===== src/rtl/mlq_pkg.sv =====
// Shared types and codes for the multilevel ready queue scheduler.
// Holds the request and response payload structs, operation and status codes and the
// sequencer state type. Depends on nothing.
package mlq_pkg;

   typedef struct packed {
      logic [1:0] operation;
      logic [5:0] task_index;
      logic [3:0] priority_req;
      logic       outgoing_ended;
   } req_type;

   typedef struct packed {
      logic [1:0] status;
      logic [5:0] picked_task;
      logic [6:0] ready_total;
   } rsp_type;

   localparam logic [1:0] OP_ENQUEUE  = 2'd0;
   localparam logic [1:0] OP_SCHEDULE = 2'd1;
   localparam logic [1:0] OP_REMOVE   = 2'd2;

   localparam logic [1:0] ST_OK        = 2'd0;
   localparam logic [1:0] ST_NOT_FOUND = 2'd1;
   localparam logic [1:0] ST_BAD_PRIO  = 2'd2;
   localparam logic [1:0] ST_QUEUED    = 2'd3;

   typedef enum logic [3:0] {
      S_CLEAR,
      S_IDLE,
      S_LOOK,
      S_ENQ,
      S_UNLINK_A,
      S_UNLINK_B,
      S_OUT_RD,
      S_OUT_CHK,
      S_DONE
   } seq_state_type;

endpackage


===== src/rtl/mlq_ram.sv =====
// Generic single-port-write, single-port-read RAM with a registered read.
// Used for the task link and queue-membership storage. Depends on nothing.
module mlq_ram #(
   parameter int WIDTH = 8,
   parameter int DEPTH = 16
) (
   input  logic                     clock,
   input  logic                     we,
   input  logic [$clog2(DEPTH)-1:0] waddr,
   input  logic [WIDTH-1:0]         wdata,
   input  logic                     re,
   input  logic [$clog2(DEPTH)-1:0] raddr,
   output logic [WIDTH-1:0]         rdata
);

   logic [WIDTH-1:0] mem_ff [DEPTH];
   logic [WIDTH-1:0] rdata_ff;

   always_ff @(posedge clock) begin
      if (we) begin
         mem_ff[waddr] <= wdata;
      end
      if (re) begin
         rdata_ff <= mem_ff[raddr];
      end
   end

   assign rdata = rdata_ff;

endmodule


===== src/rtl/multilevel_ready_queue_scheduler_core.sv =====
// Top level of the multilevel ready queue scheduler with per-level quota.
// Depends on mlq_pkg for payload types and codes and on mlq_ram for link storage.
//
//   channel   direction   handshake                payload
//   req       in          req_valid / req_stall    mlq_pkg::req_type
//   rsp       out         rsp_valid / rsp_stall    mlq_pkg::rsp_type
//
// Requests are taken one at a time; a schedule may also append the outgoing task.
// After reset a clearing pass marks every task as not queued;
// no request is taken during it.
// A finished response waits in the output register; the next request is taken
// meanwhile, and its own response waits until that register frees.
module multilevel_ready_queue_scheduler_core #(
   parameter int LEVELS = 5,
   parameter int TASKS  = 64
) (
   input  logic             clock,
   input  logic             reset,
   input  logic             req_valid,
   output logic             req_stall,
   input  mlq_pkg::req_type req_data,
   output logic             rsp_valid,
   input  logic             rsp_stall,
   output mlq_pkg::rsp_type rsp_data
);
   import mlq_pkg::*;

   localparam int TW   = $clog2(TASKS);
   localparam int LW   = $clog2(LEVELS);
   localparam int CW   = $clog2(TASKS + 1);
   localparam int AUXW = 1 + LW + TW;

   seq_state_type state_ff, state_in;
   req_type       cmd_ff, cmd_in;
   logic [TW-1:0] tgt_ff, tgt_in;
   logic [TW-1:0] out_ff, out_in;
   logic [TW-1:0] running_ff, running_in;
   logic [TW-1:0] clr_ff, clr_in;
   logic [1:0]    status_ff, status_in;
   logic [5:0]    picked_ff, picked_in;
   logic [CW-1:0] total_ff, total_in;
   logic [TW-1:0] head_ff [LEVELS];
   logic [TW-1:0] head_in [LEVELS];
   logic [TW-1:0] tail_ff [LEVELS];
   logic [TW-1:0] tail_in [LEVELS];
   logic [CW-1:0] count_ff [LEVELS];
   logic [CW-1:0] count_in [LEVELS];
   logic [CW-1:0] quota_ff [LEVELS];
   logic [CW-1:0] quota_in [LEVELS];
   logic [CW-1:0] quota_sched [LEVELS];
   logic          rsp_valid_ff, rsp_valid_in;
   rsp_type       rsp_data_ff, rsp_data_in;

   logic            aux_we, aux_re, nxt_we, nxt_re;
   logic [TW-1:0]   aux_waddr, aux_raddr, nxt_waddr, nxt_raddr;
   logic [AUXW-1:0] aux_wdata, aux_rdata;
   logic [TW-1:0]   nxt_wdata, nxt_rdata;

   logic          accept, rsp_free, t_ok, pr_ok;
   logic [TW-1:0] t_idx;
   logic [LW-1:0] pr_idx, rd_lv, sel;
   logic          rd_q, found1, hit;
   logic [TW-1:0] rd_pv;
   logic [LEVELS-1:0] gt, nz;
   logic          push_en;
   logic [TW-1:0] push_task;

   assign accept   = req_valid && !req_stall;
   assign req_stall = (state_ff != S_IDLE);
   assign rsp_free = !rsp_valid_ff || !rsp_stall;
   assign t_ok     = (32'(cmd_ff.task_index) < TASKS);
   assign pr_ok    = (32'(cmd_ff.priority_req) < LEVELS);
   assign t_idx    = TW'(cmd_ff.task_index);
   assign pr_idx   = LW'(cmd_ff.priority_req);
   assign rd_q     = aux_rdata[AUXW-1];
   assign rd_lv    = aux_rdata[AUXW-2:TW];
   assign rd_pv    = aux_rdata[TW-1:0];

   mlq_ram #(.WIDTH(AUXW), .DEPTH(TASKS)) u_aux_ram (
      .clock (clock),
      .we    (aux_we),
      .waddr (aux_waddr),
      .wdata (aux_wdata),
      .re    (aux_re),
      .raddr (aux_raddr),
      .rdata (aux_rdata)
   );

   mlq_ram #(.WIDTH(TW), .DEPTH(TASKS)) u_nxt_ram (
      .clock (clock),
      .we    (nxt_we),
      .waddr (nxt_waddr),
      .wdata (nxt_wdata),
      .re    (nxt_re),
      .raddr (nxt_raddr),
      .rdata (nxt_rdata)
   );

   always_comb begin : level_scan
      for (int lv = 0; lv < LEVELS; lv++) begin
         gt[lv] = (count_ff[lv] > quota_ff[lv]);
         nz[lv] = (count_ff[lv] != '0);
      end
      found1 = |gt;
      sel = '0;
      hit = 1'b0;
      for (int lv = 0; lv < LEVELS; lv++) begin
         if (!hit && (found1 ? gt[lv] : nz[lv])) begin
            sel = LW'(lv);
            hit = 1'b1;
         end
      end
      for (int lv = 0; lv < LEVELS; lv++) begin
         if (LW'(lv) < sel) begin
            quota_sched[lv] = '0;
         end else if (LW'(lv) == sel) begin
            quota_sched[lv] = found1 ? quota_ff[lv] + 1'b1 : CW'(1);
         end else begin
            quota_sched[lv] = found1 ? quota_ff[lv] : '0;
         end
      end
   end

   always_comb begin : next_state
      state_in = state_ff;
      case (state_ff)
         S_CLEAR: begin
            if (clr_ff == TW'(TASKS - 1)) state_in = S_IDLE;
         end
         S_IDLE: begin
            if (accept) state_in = S_LOOK;
         end
         S_LOOK: begin
            case (cmd_ff.operation)
               OP_ENQUEUE:  state_in = (t_ok && pr_ok) ? S_ENQ : S_DONE;
               OP_REMOVE:   state_in = t_ok ? S_UNLINK_A : S_DONE;
               OP_SCHEDULE: state_in = (total_ff != '0) ? S_UNLINK_A : S_DONE;
               default:     state_in = S_DONE;
            endcase
         end
         S_ENQ:      state_in = S_DONE;
         S_UNLINK_A: state_in = rd_q ? S_UNLINK_B : S_DONE;
         S_UNLINK_B: begin
            if (cmd_ff.operation == OP_SCHEDULE && !cmd_ff.outgoing_ended && pr_ok) begin
               state_in = S_OUT_RD;
            end else begin
               state_in = S_DONE;
            end
         end
         S_OUT_RD:  state_in = S_OUT_CHK;
         S_OUT_CHK: state_in = S_DONE;
         S_DONE: begin
            if (rsp_free) state_in = S_IDLE;
         end
         default: state_in = S_IDLE;
      endcase
   end

   always_comb begin : datapath
      cmd_in       = cmd_ff;
      tgt_in       = tgt_ff;
      out_in       = out_ff;
      running_in   = running_ff;
      clr_in       = clr_ff;
      status_in    = status_ff;
      picked_in    = picked_ff;
      total_in     = total_ff;
      head_in      = head_ff;
      tail_in      = tail_ff;
      count_in     = count_ff;
      quota_in     = quota_ff;
      rsp_valid_in = rsp_valid_ff;
      rsp_data_in  = rsp_data_ff;
      aux_we       = 1'b0;
      aux_waddr    = tgt_ff;
      aux_wdata    = '0;
      aux_re       = 1'b0;
      aux_raddr    = t_idx;
      nxt_we       = 1'b0;
      nxt_waddr    = rd_pv;
      nxt_wdata    = nxt_rdata;
      nxt_re       = 1'b0;
      nxt_raddr    = t_idx;
      push_en      = 1'b0;
      push_task    = tgt_ff;

      if (rsp_valid_ff && !rsp_stall) rsp_valid_in = 1'b0;

      case (state_ff)
         S_CLEAR: begin
            aux_we    = 1'b1;
            aux_waddr = clr_ff;
            aux_wdata = '0;
            clr_in    = clr_ff + 1'b1;
         end
         S_IDLE: begin
            if (accept) begin
               cmd_in = req_data;
               out_in = running_ff;
            end
         end
         S_LOOK: begin
            status_in = ST_NOT_FOUND;
            picked_in = '0;
            case (cmd_ff.operation)
               OP_ENQUEUE: begin
                  if (t_ok && !pr_ok) status_in = ST_BAD_PRIO;
                  aux_re = 1'b1;
                  tgt_in = t_idx;
               end
               OP_REMOVE: begin
                  aux_re = 1'b1;
                  nxt_re = 1'b1;
                  tgt_in = t_idx;
               end
               OP_SCHEDULE: begin
                  if (total_ff != '0) begin
                     quota_in  = quota_sched;
                     tgt_in    = head_ff[sel];
                     aux_re    = 1'b1;
                     aux_raddr = head_ff[sel];
                     nxt_re    = 1'b1;
                     nxt_raddr = head_ff[sel];
                  end
               end
               default: begin
                  status_in = ST_NOT_FOUND;
               end
            endcase
         end
         S_ENQ: begin
            if (rd_q) begin
               status_in = ST_QUEUED;
            end else begin
               status_in = ST_OK;
               push_en   = 1'b1;
               push_task = tgt_ff;
            end
         end
         S_UNLINK_A: begin
            if (rd_q) begin
               if (head_ff[rd_lv] == tgt_ff) begin
                  head_in[rd_lv] = nxt_rdata;
               end else begin
                  nxt_we    = 1'b1;
                  nxt_waddr = rd_pv;
                  nxt_wdata = nxt_rdata;
               end
               if (tail_ff[rd_lv] == tgt_ff) begin
                  tail_in[rd_lv] = rd_pv;
               end else begin
                  aux_we    = 1'b1;
                  aux_waddr = nxt_rdata;
                  aux_wdata = {1'b1, rd_lv, rd_pv};
               end
               if (count_ff[rd_lv] != '0) count_in[rd_lv] = count_ff[rd_lv] - 1'b1;
               if (total_ff != '0) total_in = total_ff - 1'b1;
            end
         end
         S_UNLINK_B: begin
            aux_we    = 1'b1;
            aux_waddr = tgt_ff;
            aux_wdata = '0;
            status_in = ST_OK;
            picked_in = 6'(tgt_ff);
            if (cmd_ff.operation == OP_SCHEDULE) begin
               running_in = tgt_ff;
               if (!cmd_ff.outgoing_ended && !pr_ok) status_in = ST_BAD_PRIO;
            end
         end
         S_OUT_RD: begin
            aux_re    = 1'b1;
            aux_raddr = out_ff;
         end
         S_OUT_CHK: begin
            if (rd_q) begin
               status_in = ST_QUEUED;
            end else begin
               push_en   = 1'b1;
               push_task = out_ff;
            end
         end
         S_DONE: begin
            if (rsp_free) begin
               rsp_valid_in            = 1'b1;
               rsp_data_in.status      = status_ff;
               rsp_data_in.picked_task = picked_ff;
               rsp_data_in.ready_total = 7'(total_ff);
            end
         end
         default: begin
            clr_in = '0;
         end
      endcase

      if (push_en) begin
         if (count_ff[pr_idx] == '0) begin
            head_in[pr_idx] = push_task;
         end else begin
            nxt_we    = 1'b1;
            nxt_waddr = tail_ff[pr_idx];
            nxt_wdata = push_task;
         end
         aux_we          = 1'b1;
         aux_waddr       = push_task;
         aux_wdata       = {1'b1, pr_idx, tail_ff[pr_idx]};
         tail_in[pr_idx] = push_task;
         count_in[pr_idx] = count_ff[pr_idx] + 1'b1;
         total_in        = total_ff + 1'b1;
      end
   end

   always_ff @(posedge clock) begin
      if (reset) begin
         state_ff     <= S_CLEAR;
         clr_ff       <= '0;
         running_ff   <= '0;
         total_ff     <= '0;
         rsp_valid_ff <= 1'b0;
         for (int lv = 0; lv < LEVELS; lv++) begin
            head_ff[lv]  <= '0;
            tail_ff[lv]  <= '0;
            count_ff[lv] <= '0;
            quota_ff[lv] <= '0;
         end
      end else begin
         state_ff     <= state_in;
         clr_ff       <= clr_in;
         running_ff   <= running_in;
         total_ff     <= total_in;
         rsp_valid_ff <= rsp_valid_in;
         head_ff      <= head_in;
         tail_ff      <= tail_in;
         count_ff     <= count_in;
         quota_ff     <= quota_in;
      end
      cmd_ff      <= cmd_in;
      tgt_ff      <= tgt_in;
      out_ff      <= out_in;
      status_ff   <= status_in;
      picked_ff   <= picked_in;
      rsp_data_ff <= rsp_data_in;
   end

   assign rsp_valid = rsp_valid_ff;
   assign rsp_data  = rsp_data_ff;

   a_total_bound: assert property (@(posedge clock) disable iff (reset)
      32'(total_ff) <= TASKS)
      else $error("ready total exceeds the task count");

   a_done_delivers: assert property (@(posedge clock) disable iff (reset)
      (state_ff == S_DONE && rsp_free) |=> (rsp_valid_ff && state_ff == S_IDLE))
      else $error("finished request did not reach the response register");

   a_clear_blocks: assert property (@(posedge clock) disable iff (reset)
      (state_ff == S_CLEAR) |-> (req_stall && !nxt_we))
      else $error("request or link write during the clearing pass");

   a_running_switch: assert property (@(posedge clock) disable iff (reset)
      !$stable(running_ff) |-> ($past(state_ff) == S_UNLINK_B
                                && $past(cmd_ff.operation) == OP_SCHEDULE))
      else $error("running task changed outside a schedule");

   a_push_single: assert property (@(posedge clock) disable iff (reset)
      push_en |-> (state_ff == S_ENQ || state_ff == S_OUT_CHK))
      else $error("queue append outside an append step");

endmodule

===== config.mk =====
export PLATFORM = sky130hd
export DESIGN_NAME = multilevel_ready_queue_scheduler_core
export DESIGN_NICKNAME = d
export VERILOG_FILES = /design/src/rtl/mlq_pkg.sv /design/src/rtl/mlq_ram.sv /design/src/rtl/multilevel_ready_queue_scheduler_core.sv
export SDC_FILE = /design/constraint.sdc
export NUM_CORES = 2
export LEC_CHECK = 0
export ABC_AREA = 1
export BUFFER_PORTS_ARGS = -buffer_cell sky130_fd_sc_hd__buf_2
export CAP_MARGIN = 20
export CORE_ASPECT_RATIO = 2
export CORE_MARGIN = 2
export CORE_UTILIZATION = 60
export CTS_CLUSTER_DIAMETER = 150
export DETAILED_ROUTE_END_ITERATION = 7
export GPL_ROUTABILITY_DRIVEN = 0
export PLACE_DENSITY = 0.76
export SYNTH_ARGS = -nofsm -noshare
export SYNTH_HDL_FRONTEND = slang
export SYNTH_SLANG_ARGS = --single-unit

===== constraint.sdc =====
create_clock -name clock -period 12 [get_ports clock]
set_clock_uncertainty 0.05 [all_clocks]
set_input_delay 0.6 -clock clock [delete_from_list [all_inputs] [get_ports clock]]
set_output_delay 0.6 -clock clock [all_outputs]
set_load 0.05 [all_outputs]

# Word level (Yosys, flattened, before mapping)
# Memory sizes are Yosys's and may differ from the RTL's. A register that Yosys moved wholly into a read port is not among the register bits.
# Index checks and enable logic that the tools add are counted.
dict set report word_totals {
  ff_bits 202
  mem_bits_rw 1024
  in_bits 17
  output_inout_bits 17
  elab_cells 289
  n_memories 2
}
dict set report classes {
  add_sub_neg 10
  order_cmp 16
  n_eq_ne 28
  mux 139
  bitwise 3
  n_reduce_logical 55
}
# name depth width read_ports rd_ports_with_merged_regs write_ports line_no
set memory_table {}
lappend memory_table {u_aux_ram.mem_ff 64 10 1 1 1 mlq_ram.sv:16} ;# logic [WIDTH-1:0] mem_ff [DEPTH];
lappend memory_table {u_nxt_ram.mem_ff 64 6 1 1 1 mlq_ram.sv:16}
# op n
set op_table {}
lappend op_table {{two-way mux 30 bit} 9}
lappend op_table {{two-way mux 7 bit} 26}
lappend op_table {{two-way mux 35 bit} 4}
lappend op_table {{two-way mux 6 bit} 23}
lappend op_table {{bitwise mux 30 bit} 4}
lappend op_table {{binary-select mux 6 bit (select 3 bit)} 4}
lappend op_table {{bitwise mux 35 bit} 2}
lappend op_table {{case mux 6 bit (2 select lines)} 5}
lappend op_table {{adder 7 x 1 -> 7 bit, second input constant} 7}
lappend op_table {{nonzero test 7 bit} 7}
lappend op_table {{binary-select mux 7 bit (select 3 bit)} 2}
lappend op_table {{demux 7 bit (select 3 bit)} 2}
lappend op_table {{two-way mux 10 bit} 4}
lappend op_table {{demux 6 bit (select 3 bit)} 2}
lappend op_table {{> comparator 7 bit} 5}
lappend op_table {{case mux 4 bit (8 select lines)} 1}
lappend op_table {{two-way mux 1 bit} 29}
lappend op_table {{two-way mux 4 bit} 7}
lappend op_table {{AND reduction 4 bit} 5}
lappend op_table {{equality test 4 x 3 -> 1 bit, second input constant} 4}
lappend op_table {{two-way mux 2 bit} 8}
lappend op_table {{!= test 3 x 1 -> 1 bit, second input constant} 5}
lappend op_table {{subtractor 7 x 1 -> 7 bit, second input constant} 2}
lappend op_table {{equality test 6 bit} 2}
lappend op_table {{other kinds (38)} 82}

# Longest topological paths before layout
dict set report depth {
  depth_word 23
  mapped_depth 34
  ltp_nobuf 33
}

# Modules after synthesis
# Synthesis repeated with hierarchy kept, for this count alone.
dict set report unflattened {
  cells_unflattened 5553
  hier_area_um2 55669.6
}
# module instances cells_per_inst area_each_um2 seq_area_each_um2
set modules_own_cells {}
lappend modules_own_cells {{mlq_ram (u_aux_ram)} 1 2250 26614.3 19518.7}
lappend modules_own_cells {{mlq_ram (u_nxt_ram)} 1 1376 15990.3 11711.2}
lappend modules_own_cells {multilevel_ready_queue_scheduler_core 1 1927 13065.0 4524.3}

# Least setup slack after synthesis
# Ideal clock, no wire load.
dict set report synth_path {
  path_kind {register to register}
  from {register cmd_ff[3] (netlist bit)}
  to {memory u_nxt_ram.mem_ff[0][0] (netlist bit) (data pin)}
  setup_ns 0.702
  arrival_time_ns 4.829
  t_required_ns 11.248
  path_slack_ns 6.419
  path_stages_with_launch 17
  path_buffers 3
  synth_period_minus_slack_ns 5.581
  path_cell_list {edfxtp_1 -> inv_2 -> nand2_1 -> nor2_1 -> inv_1 -> buf_2 -> nor2_1 -> nor4_1 -> ha_1 -> nand2_1 -> nor2_1 -> nand2_2 -> clkinv_2 -> nor2_2 -> buf_2 -> clkbuf_1 -> o21ai_0}
}
dict set report synth_between {
  elab_chain_cells 7
}
# element line_no
set synth_rtl {}
lappend synth_rtl {{from (decl)} multilevel_ready_queue_scheduler_core.sv:34} ;# req_type cmd_ff, cmd_in;
lappend synth_rtl {{from (signal assigned)} multilevel_ready_queue_scheduler_core.sv:337} ;# cmd_ff <= cmd_in;
lappend synth_rtl {{NOT 3 -> 4 bit (implied by the code)} multilevel_ready_queue_scheduler_core.sv:297} ;# if (count_ff[pr_idx] == '0) begin
lappend synth_rtl {{binary-select mux 7 bit (select 3 bit)} multilevel_ready_queue_scheduler_core.sv:297}
lappend synth_rtl {{two-way mux 7 bit (implied by the code) (2 in a row)} multilevel_ready_queue_scheduler_core.sv:297}
lappend synth_rtl {{logical NOT 7 bit} multilevel_ready_queue_scheduler_core.sv:297}
lappend synth_rtl {{two-way mux 6 bit} multilevel_ready_queue_scheduler_core.sv:297}
lappend synth_rtl {{two-way mux 6 bit} multilevel_ready_queue_scheduler_core.sv:296} ;# if (push_en) begin
lappend synth_rtl {{net nxt_wdata[0]} multilevel_ready_queue_scheduler_core.sv:57} ;# logic [TW-1:0] nxt_wdata, nxt_rdata;
lappend synth_rtl {{to (decl)} mlq_ram.sv:16}
# The timed path passes the listed nets, and every way through them passes these cells. The select of a mux whose other input is x is not followed.

# Worst setup path after layout
dict set report layout_path {
  from {register quota_ff[9] (netlist bit)}
  to {register u_aux_ram.rdata_ff[0] (netlist: u_aux_ram.rdata[0]), read port of u_aux_ram.mem_ff (data pin)}
}
dict set report layout_between {
  elab_chain_cells 23
  elab_cells_between_ends 30
  classes_between {order compare (1); mux (19); bitwise (1); reduce/logical (9)}
}
# element line_no
set layout_rtl {}
lappend layout_rtl {{from (decl)} multilevel_ready_queue_scheduler_core.sv:48} ;# logic [CW-1:0] quota_ff [LEVELS];
lappend layout_rtl {{from (signal assigned)} multilevel_ready_queue_scheduler_core.sv:335} ;# quota_ff <= quota_in;
lappend layout_rtl {{> comparator 7 bit *} multilevel_ready_queue_scheduler_core.sv:101} ;# gt[lv] = (count_ff[lv] > quota_ff[lv]);
lappend layout_rtl {{OR reduction 5 bit} multilevel_ready_queue_scheduler_core.sv:104} ;# found1 = |gt;
lappend layout_rtl {{two-way mux 1 bit (2 in a row)} multilevel_ready_queue_scheduler_core.sv:108} ;# if (!hit && (found1 ? gt[lv] : nz[lv])) begin
lappend layout_rtl {{logical NOT 1 bit} multilevel_ready_queue_scheduler_core.sv:108}
lappend layout_rtl {{logical AND 1 bit} multilevel_ready_queue_scheduler_core.sv:108}
lappend layout_rtl {{two-way mux 1 bit} multilevel_ready_queue_scheduler_core.sv:108}
lappend layout_rtl {{logical NOT 1 bit} multilevel_ready_queue_scheduler_core.sv:108}
lappend layout_rtl {{logical AND 1 bit} multilevel_ready_queue_scheduler_core.sv:108}
lappend layout_rtl {{[... 5 more ...]} --}
lappend layout_rtl {{logical AND 1 bit} multilevel_ready_queue_scheduler_core.sv:108}
lappend layout_rtl {{two-way mux 3 bit *} multilevel_ready_queue_scheduler_core.sv:108}
lappend layout_rtl {{NOT 3 -> 4 bit (implied by the code) *} multilevel_ready_queue_scheduler_core.sv:221} ;# aux_raddr = head_ff[sel];
lappend layout_rtl {{binary-select mux 6 bit (select 3 bit) *} multilevel_ready_queue_scheduler_core.sv:221}
lappend layout_rtl {{two-way mux 6 bit (implied by the code) * (2 in a row)} multilevel_ready_queue_scheduler_core.sv:221}
lappend layout_rtl {{two-way mux 6 bit *} multilevel_ready_queue_scheduler_core.sv:217} ;# if (total_ff != '0) begin
lappend layout_rtl {{two-way mux 6 bit *} multilevel_ready_queue_scheduler_core.sv:205} ;# case (cmd_ff.operation)
lappend layout_rtl {{case mux 6 bit (2 select lines) *} multilevel_ready_queue_scheduler_core.sv:189} ;# case (state_ff)
lappend layout_rtl {{to (decl)} mlq_ram.sv:17} ;# logic [WIDTH-1:0] rdata_ff;
# Mark *: on every way between the ends. The rest lies on a longest branch, timed or not. The select of a mux whose other input is x is not followed.
# A chain may end at the register's enable or synchronous reset.

==> run summary <==
• finished, violations left — result of the run
• DRC — violated checks
• 33 — IO buf count
• 8 — 1st-pass router iterations
• 0% — FFs w/ async S/R, synth
• 21.9 µm — wire length per cell after detailed routing
• 0.78 ns — delay of the slowest cell on the worst path
• 236000 µm — wire length of the first global-routing pass
• 20.2% — sw frac
• 0 — hold violation count in the final report
• 0.0456 ns — Final Hold Slack
• 0 — Yosys warning total
• 56.5% — area share of the largest cell type after synthesis
• 0.8% — combinational fraction of design power
• 1088 — count of flip-flops with a built-in enable after synthesis
• quota_ff[9] — Worst setup startpoint
• 7.01 ns — crit path time final
• quota_ff[9] — startpoint of the worst-slack reg-to-reg timing path
• register — Startpoint Class
• 5839 — Mapped Cells
• 0 — antenna violation net count after detailed routing
• 6854 — dpl cells
• 41.2k — vias in the first global route
• 131 mW/mm² — Pwr per Cell Area
• 5991 — DRC violation total after the first TritonRoute iteration
• false — unrepaired setup endpoints after global routing
• 12.43 ns — required time of the critical path
• 104 — TritonCTS Buffers
• 0 — final number of setup-violating endpoints
• 9.90 µm² — average cell area after synthesis
• 5.80% — fraction of final layout cells with drive strength greater than 1
• 3 — H-tree depth
• 143 MHz — maximum frequency from static timing analysis
• 7070 — non-filler cells, final
• u_aux_ram.rdata[0] — destination of the worst register-to-register timing path
• 56.8% — sequential share of power
• 1242 — sinks on the clock net
• 6.13 — via count normalized by instance count
• 5912 — synthesized net count
• 0 — total grt overflow
• 0 — post-CTS setup buffer count
• 223 µm — Die W
• sky130_fd_sc_hd__edfxtp_1 (57%), sky130_fd_sc_hd__nand3_1 (8.0%), sky130_fd_sc_hd__nand2_1 (6.8%) — ranking of synthesized cells by area
• 71900 µm — wire length on met2
• 33 — depth of the most critical reg-to-reg path
• 161 — placement row count
• 155000 µm — routed wire length
• 31.0% — GRT Overall Usage
• 59100 µm — wire length on met1
• 60.3% — starting density of the core
• 58.4% — fraction of the cycle the final worst path needs
• 443 µm — Vert. Die Dim
• 1.19 ns — actual transition at the worst max-transition pin
• 1242 — FF+latch count, synth
• u_aux_ram.rdata[0] — endpoint of the most critical setup path
• 65.1% — Layout Utilization
• 42.4% — Clock Power Share
• 0.0624 mm² — final standard cell area without fillers
• 0.74 ns — Worst-Skew Late Latency
• built — clock tree from TritonCTS
• 4.99 ns — register-to-register path setup slack
• in2reg — Hold Path Class
• 6.52 mW — Int Pwr
• 1 — antenna violations before repair
• 0 — number of antenna cells inserted
• 0 ns — setup TNS after final layout
• 157 — largest net degree at the start of global routing
• 1.65 mW — net switching component of the power
• 0 — Max-cap violations
• 7376 — layout filler cell count
• met5 — highest signal layer in the routed design
• register — nature of the critical path endpoint
• sky130_fd_sc_hd__clkbuf_16 — cell chosen for the clock root
• 0.0588 mm² — cell area after placement
• 20.6% — Relative slew margins
• 7.98% — Area Growth Syn to Fin
• sky130_fd_sc_hd__nand2_1 — cell with the most instances on the worst path
• 61.9% — sequential fraction of the synthesis area
• 0 — final max-slew violation count
• 0.0990 mm² — floorplan die area
• 55 — count of different cell masters after synthesis
• 7.44 ns — arrival time worst endpoint
• 13 — count of unresolved DRC violations after routing
• sky130_fd_sc_hd__edfxtp_1 — largest area contributor in the netlist
• 5830 — layout net count
• sky130_fd_sc_hd__buf_4 — cell type of the slowest stage on the worst timing path
• 105 — worst-path maximum fanout
• 34 — ports placed on the boundary
• 24.9 nW — Static Leakage
• 94300 µm — DP Wirelength
• sky130_fd_sc_hd__edfxtp_1 — most frequently used flop master after synthesis
• 0.0959 mm² — core box area
• 16300 µm — total met3 wirelength after detailed routing
• 3 — CTS max path bufs
• 0.07 ns — register clock-pin slew on the reported worst setup and hold paths
• 0.0578 mm² — area of the mapped netlist
• 43.4k — total via count after detailed routing
• 0.183 mV — highest ir drop seen on vdd
• reg2reg — type of the setup path with the least slack
[metrics by stage]
stage	power [mW]	setup WS [ns]
detailed placement	4.80	5.22
CTS	8.19	5.19
global placement	4.79	5.47
finish	8.17	4.99
global route	8.35	4.57
floorplan	4.77	6.42
[area by class of cell]
class | count | area [µm²] | area share, %
timing repair buffer | 113 | 832 | 1.33
inverter | 946 | 3560 | 5.70
multi-input combinational | 3350 | 17300 | 27.7
sequential | 1242 | 35800 | 57.3
clock inverter | 68 | 674 | 1.08
tap | 1222 | 1530 | 2.45
clock buffer | 129 | 2760 | 4.42
[cell families (layout without fill, tap and decap cells)]
| kind of cell | Yosys count | after routing | share of synthesized area, % |
|---|---|---|---|
| simple gates | 2555 | 2555 | 20.4 |
| buf+inv | 1247 | 1256 | 8.57 |
| flops | 1242 | 1242 | 61.9 |
| compound gates | 705 | 705 | 7.46 |
| fa+ha+maj | 56 | 56 | 1.23 |
| xor+xnor | 34 | 34 | 0.515 |
[critical path: cells and delay by family, from the launching register on]
family                   cells  cell delay (ns)
flip-flops                   1             0.42
adder cells (fa/ha/maj)      1             0.30
buffers and inverters        5             1.75
AND/OR/NAND/NOR             27             4.03
[cell usage after synthesis, types with 35 or more instances]
cell type	n
sky130_fd_sc_hd__a21oi_1	140
sky130_fd_sc_hd__buf_2	137
sky130_fd_sc_hd__clkbuf_1	130
sky130_fd_sc_hd__dfxtp_1	154
sky130_fd_sc_hd__edfxtp_1	1088
sky130_fd_sc_hd__ha_1	55
sky130_fd_sc_hd__inv_1	919
sky130_fd_sc_hd__nand2_1	1049
sky130_fd_sc_hd__nand3_1	925
sky130_fd_sc_hd__nand3b_1	202
sky130_fd_sc_hd__nand4_1	35
sky130_fd_sc_hd__nor2_1	282
sky130_fd_sc_hd__o211ai_1	198
sky130_fd_sc_hd__o21ai_0	218
sky130_fd_sc_hd__o21ai_1	35
[flip-flops by register name, summed over array words and instances (netlist names), 7 cells and up]
signal,count
u_aux_ram.mem_ff,640
tail_ff,30
count_ff,35
head_ff,30
cmd_ff,7
quota_ff,35
u_aux_ram.rdata,10
rsp_data,15
u_nxt_ram.mem_ff,384
total_ff,7
[layer usage]
metal  GRT usage (%)  vias up
li1                -    19700
met5               0        -
met1            41.3    20500
met2            49.0     2593
met3            6.53      535
met4            14.5        2
[how the worst min path moves through the flow]
stage | slack, ns | to | from | cells after the start
6_report | 0.05 | cmd_ff[4] | req_data[4] | 1
5_1_grt | 0.04 | cmd_ff[4] | req_data[4] | 1
4_1_cts | 0.02 | cmd_ff[4] | req_data[4] | 1
3_5_place_dp | 0.35 | rsp_data[10] | picked_ff[3] | 0
3_3_place_gp | 0.36 | out_ff[4] | running_ff[4] | 0
2_1_floorplan | 0.35 | rsp_data[10] | picked_ff[3] | 0
[power by group through the flow]
stage	logic, mW	registers [mW]	clock network [mW]
5_1_grt	0.0678	4.64	3.64
6_report	0.0652	4.64	3.46
2_1_floorplan	0.0325	4.74	0
4_1_cts	0.0620	4.64	3.48
3_3_place_gp	0.0559	4.74	0
3_5_place_dp	0.0591	4.74	0
[cells in the final DEF, fill, tap and decap left out, types with 34 or more instances in the layout]
master | netlist | layout
sky130_fd_sc_hd__a21oi_1 | 140 | 139
sky130_fd_sc_hd__buf_4 | 9 | 61
sky130_fd_sc_hd__clkbuf_16 | 0 | 106
sky130_fd_sc_hd__dfxtp_1 | 154 | 154
sky130_fd_sc_hd__edfxtp_1 | 1088 | 1088
sky130_fd_sc_hd__ha_1 | 55 | 55
sky130_fd_sc_hd__inv_1 | 919 | 918
sky130_fd_sc_hd__nand2_1 | 1049 | 1041
sky130_fd_sc_hd__nand3_1 | 925 | 925
sky130_fd_sc_hd__nand3b_1 | 202 | 202
sky130_fd_sc_hd__nand4_1 | 35 | 35
sky130_fd_sc_hd__nor2_1 | 282 | 281
sky130_fd_sc_hd__o211ai_1 | 198 | 198
sky130_fd_sc_hd__o21ai_0 | 218 | 209
sky130_fd_sc_hd__o21ai_1 | 35 | 34
sky130_fd_sc_hd__o22ai_1 | 34 | 34
[what timing repair did]
item,in CTS,in global routing
resized for setup,0,0
hold buffers,10,0
endpoints found under the hold margin,10,0
No activity file was read; power rests on OpenSTA's default activity.
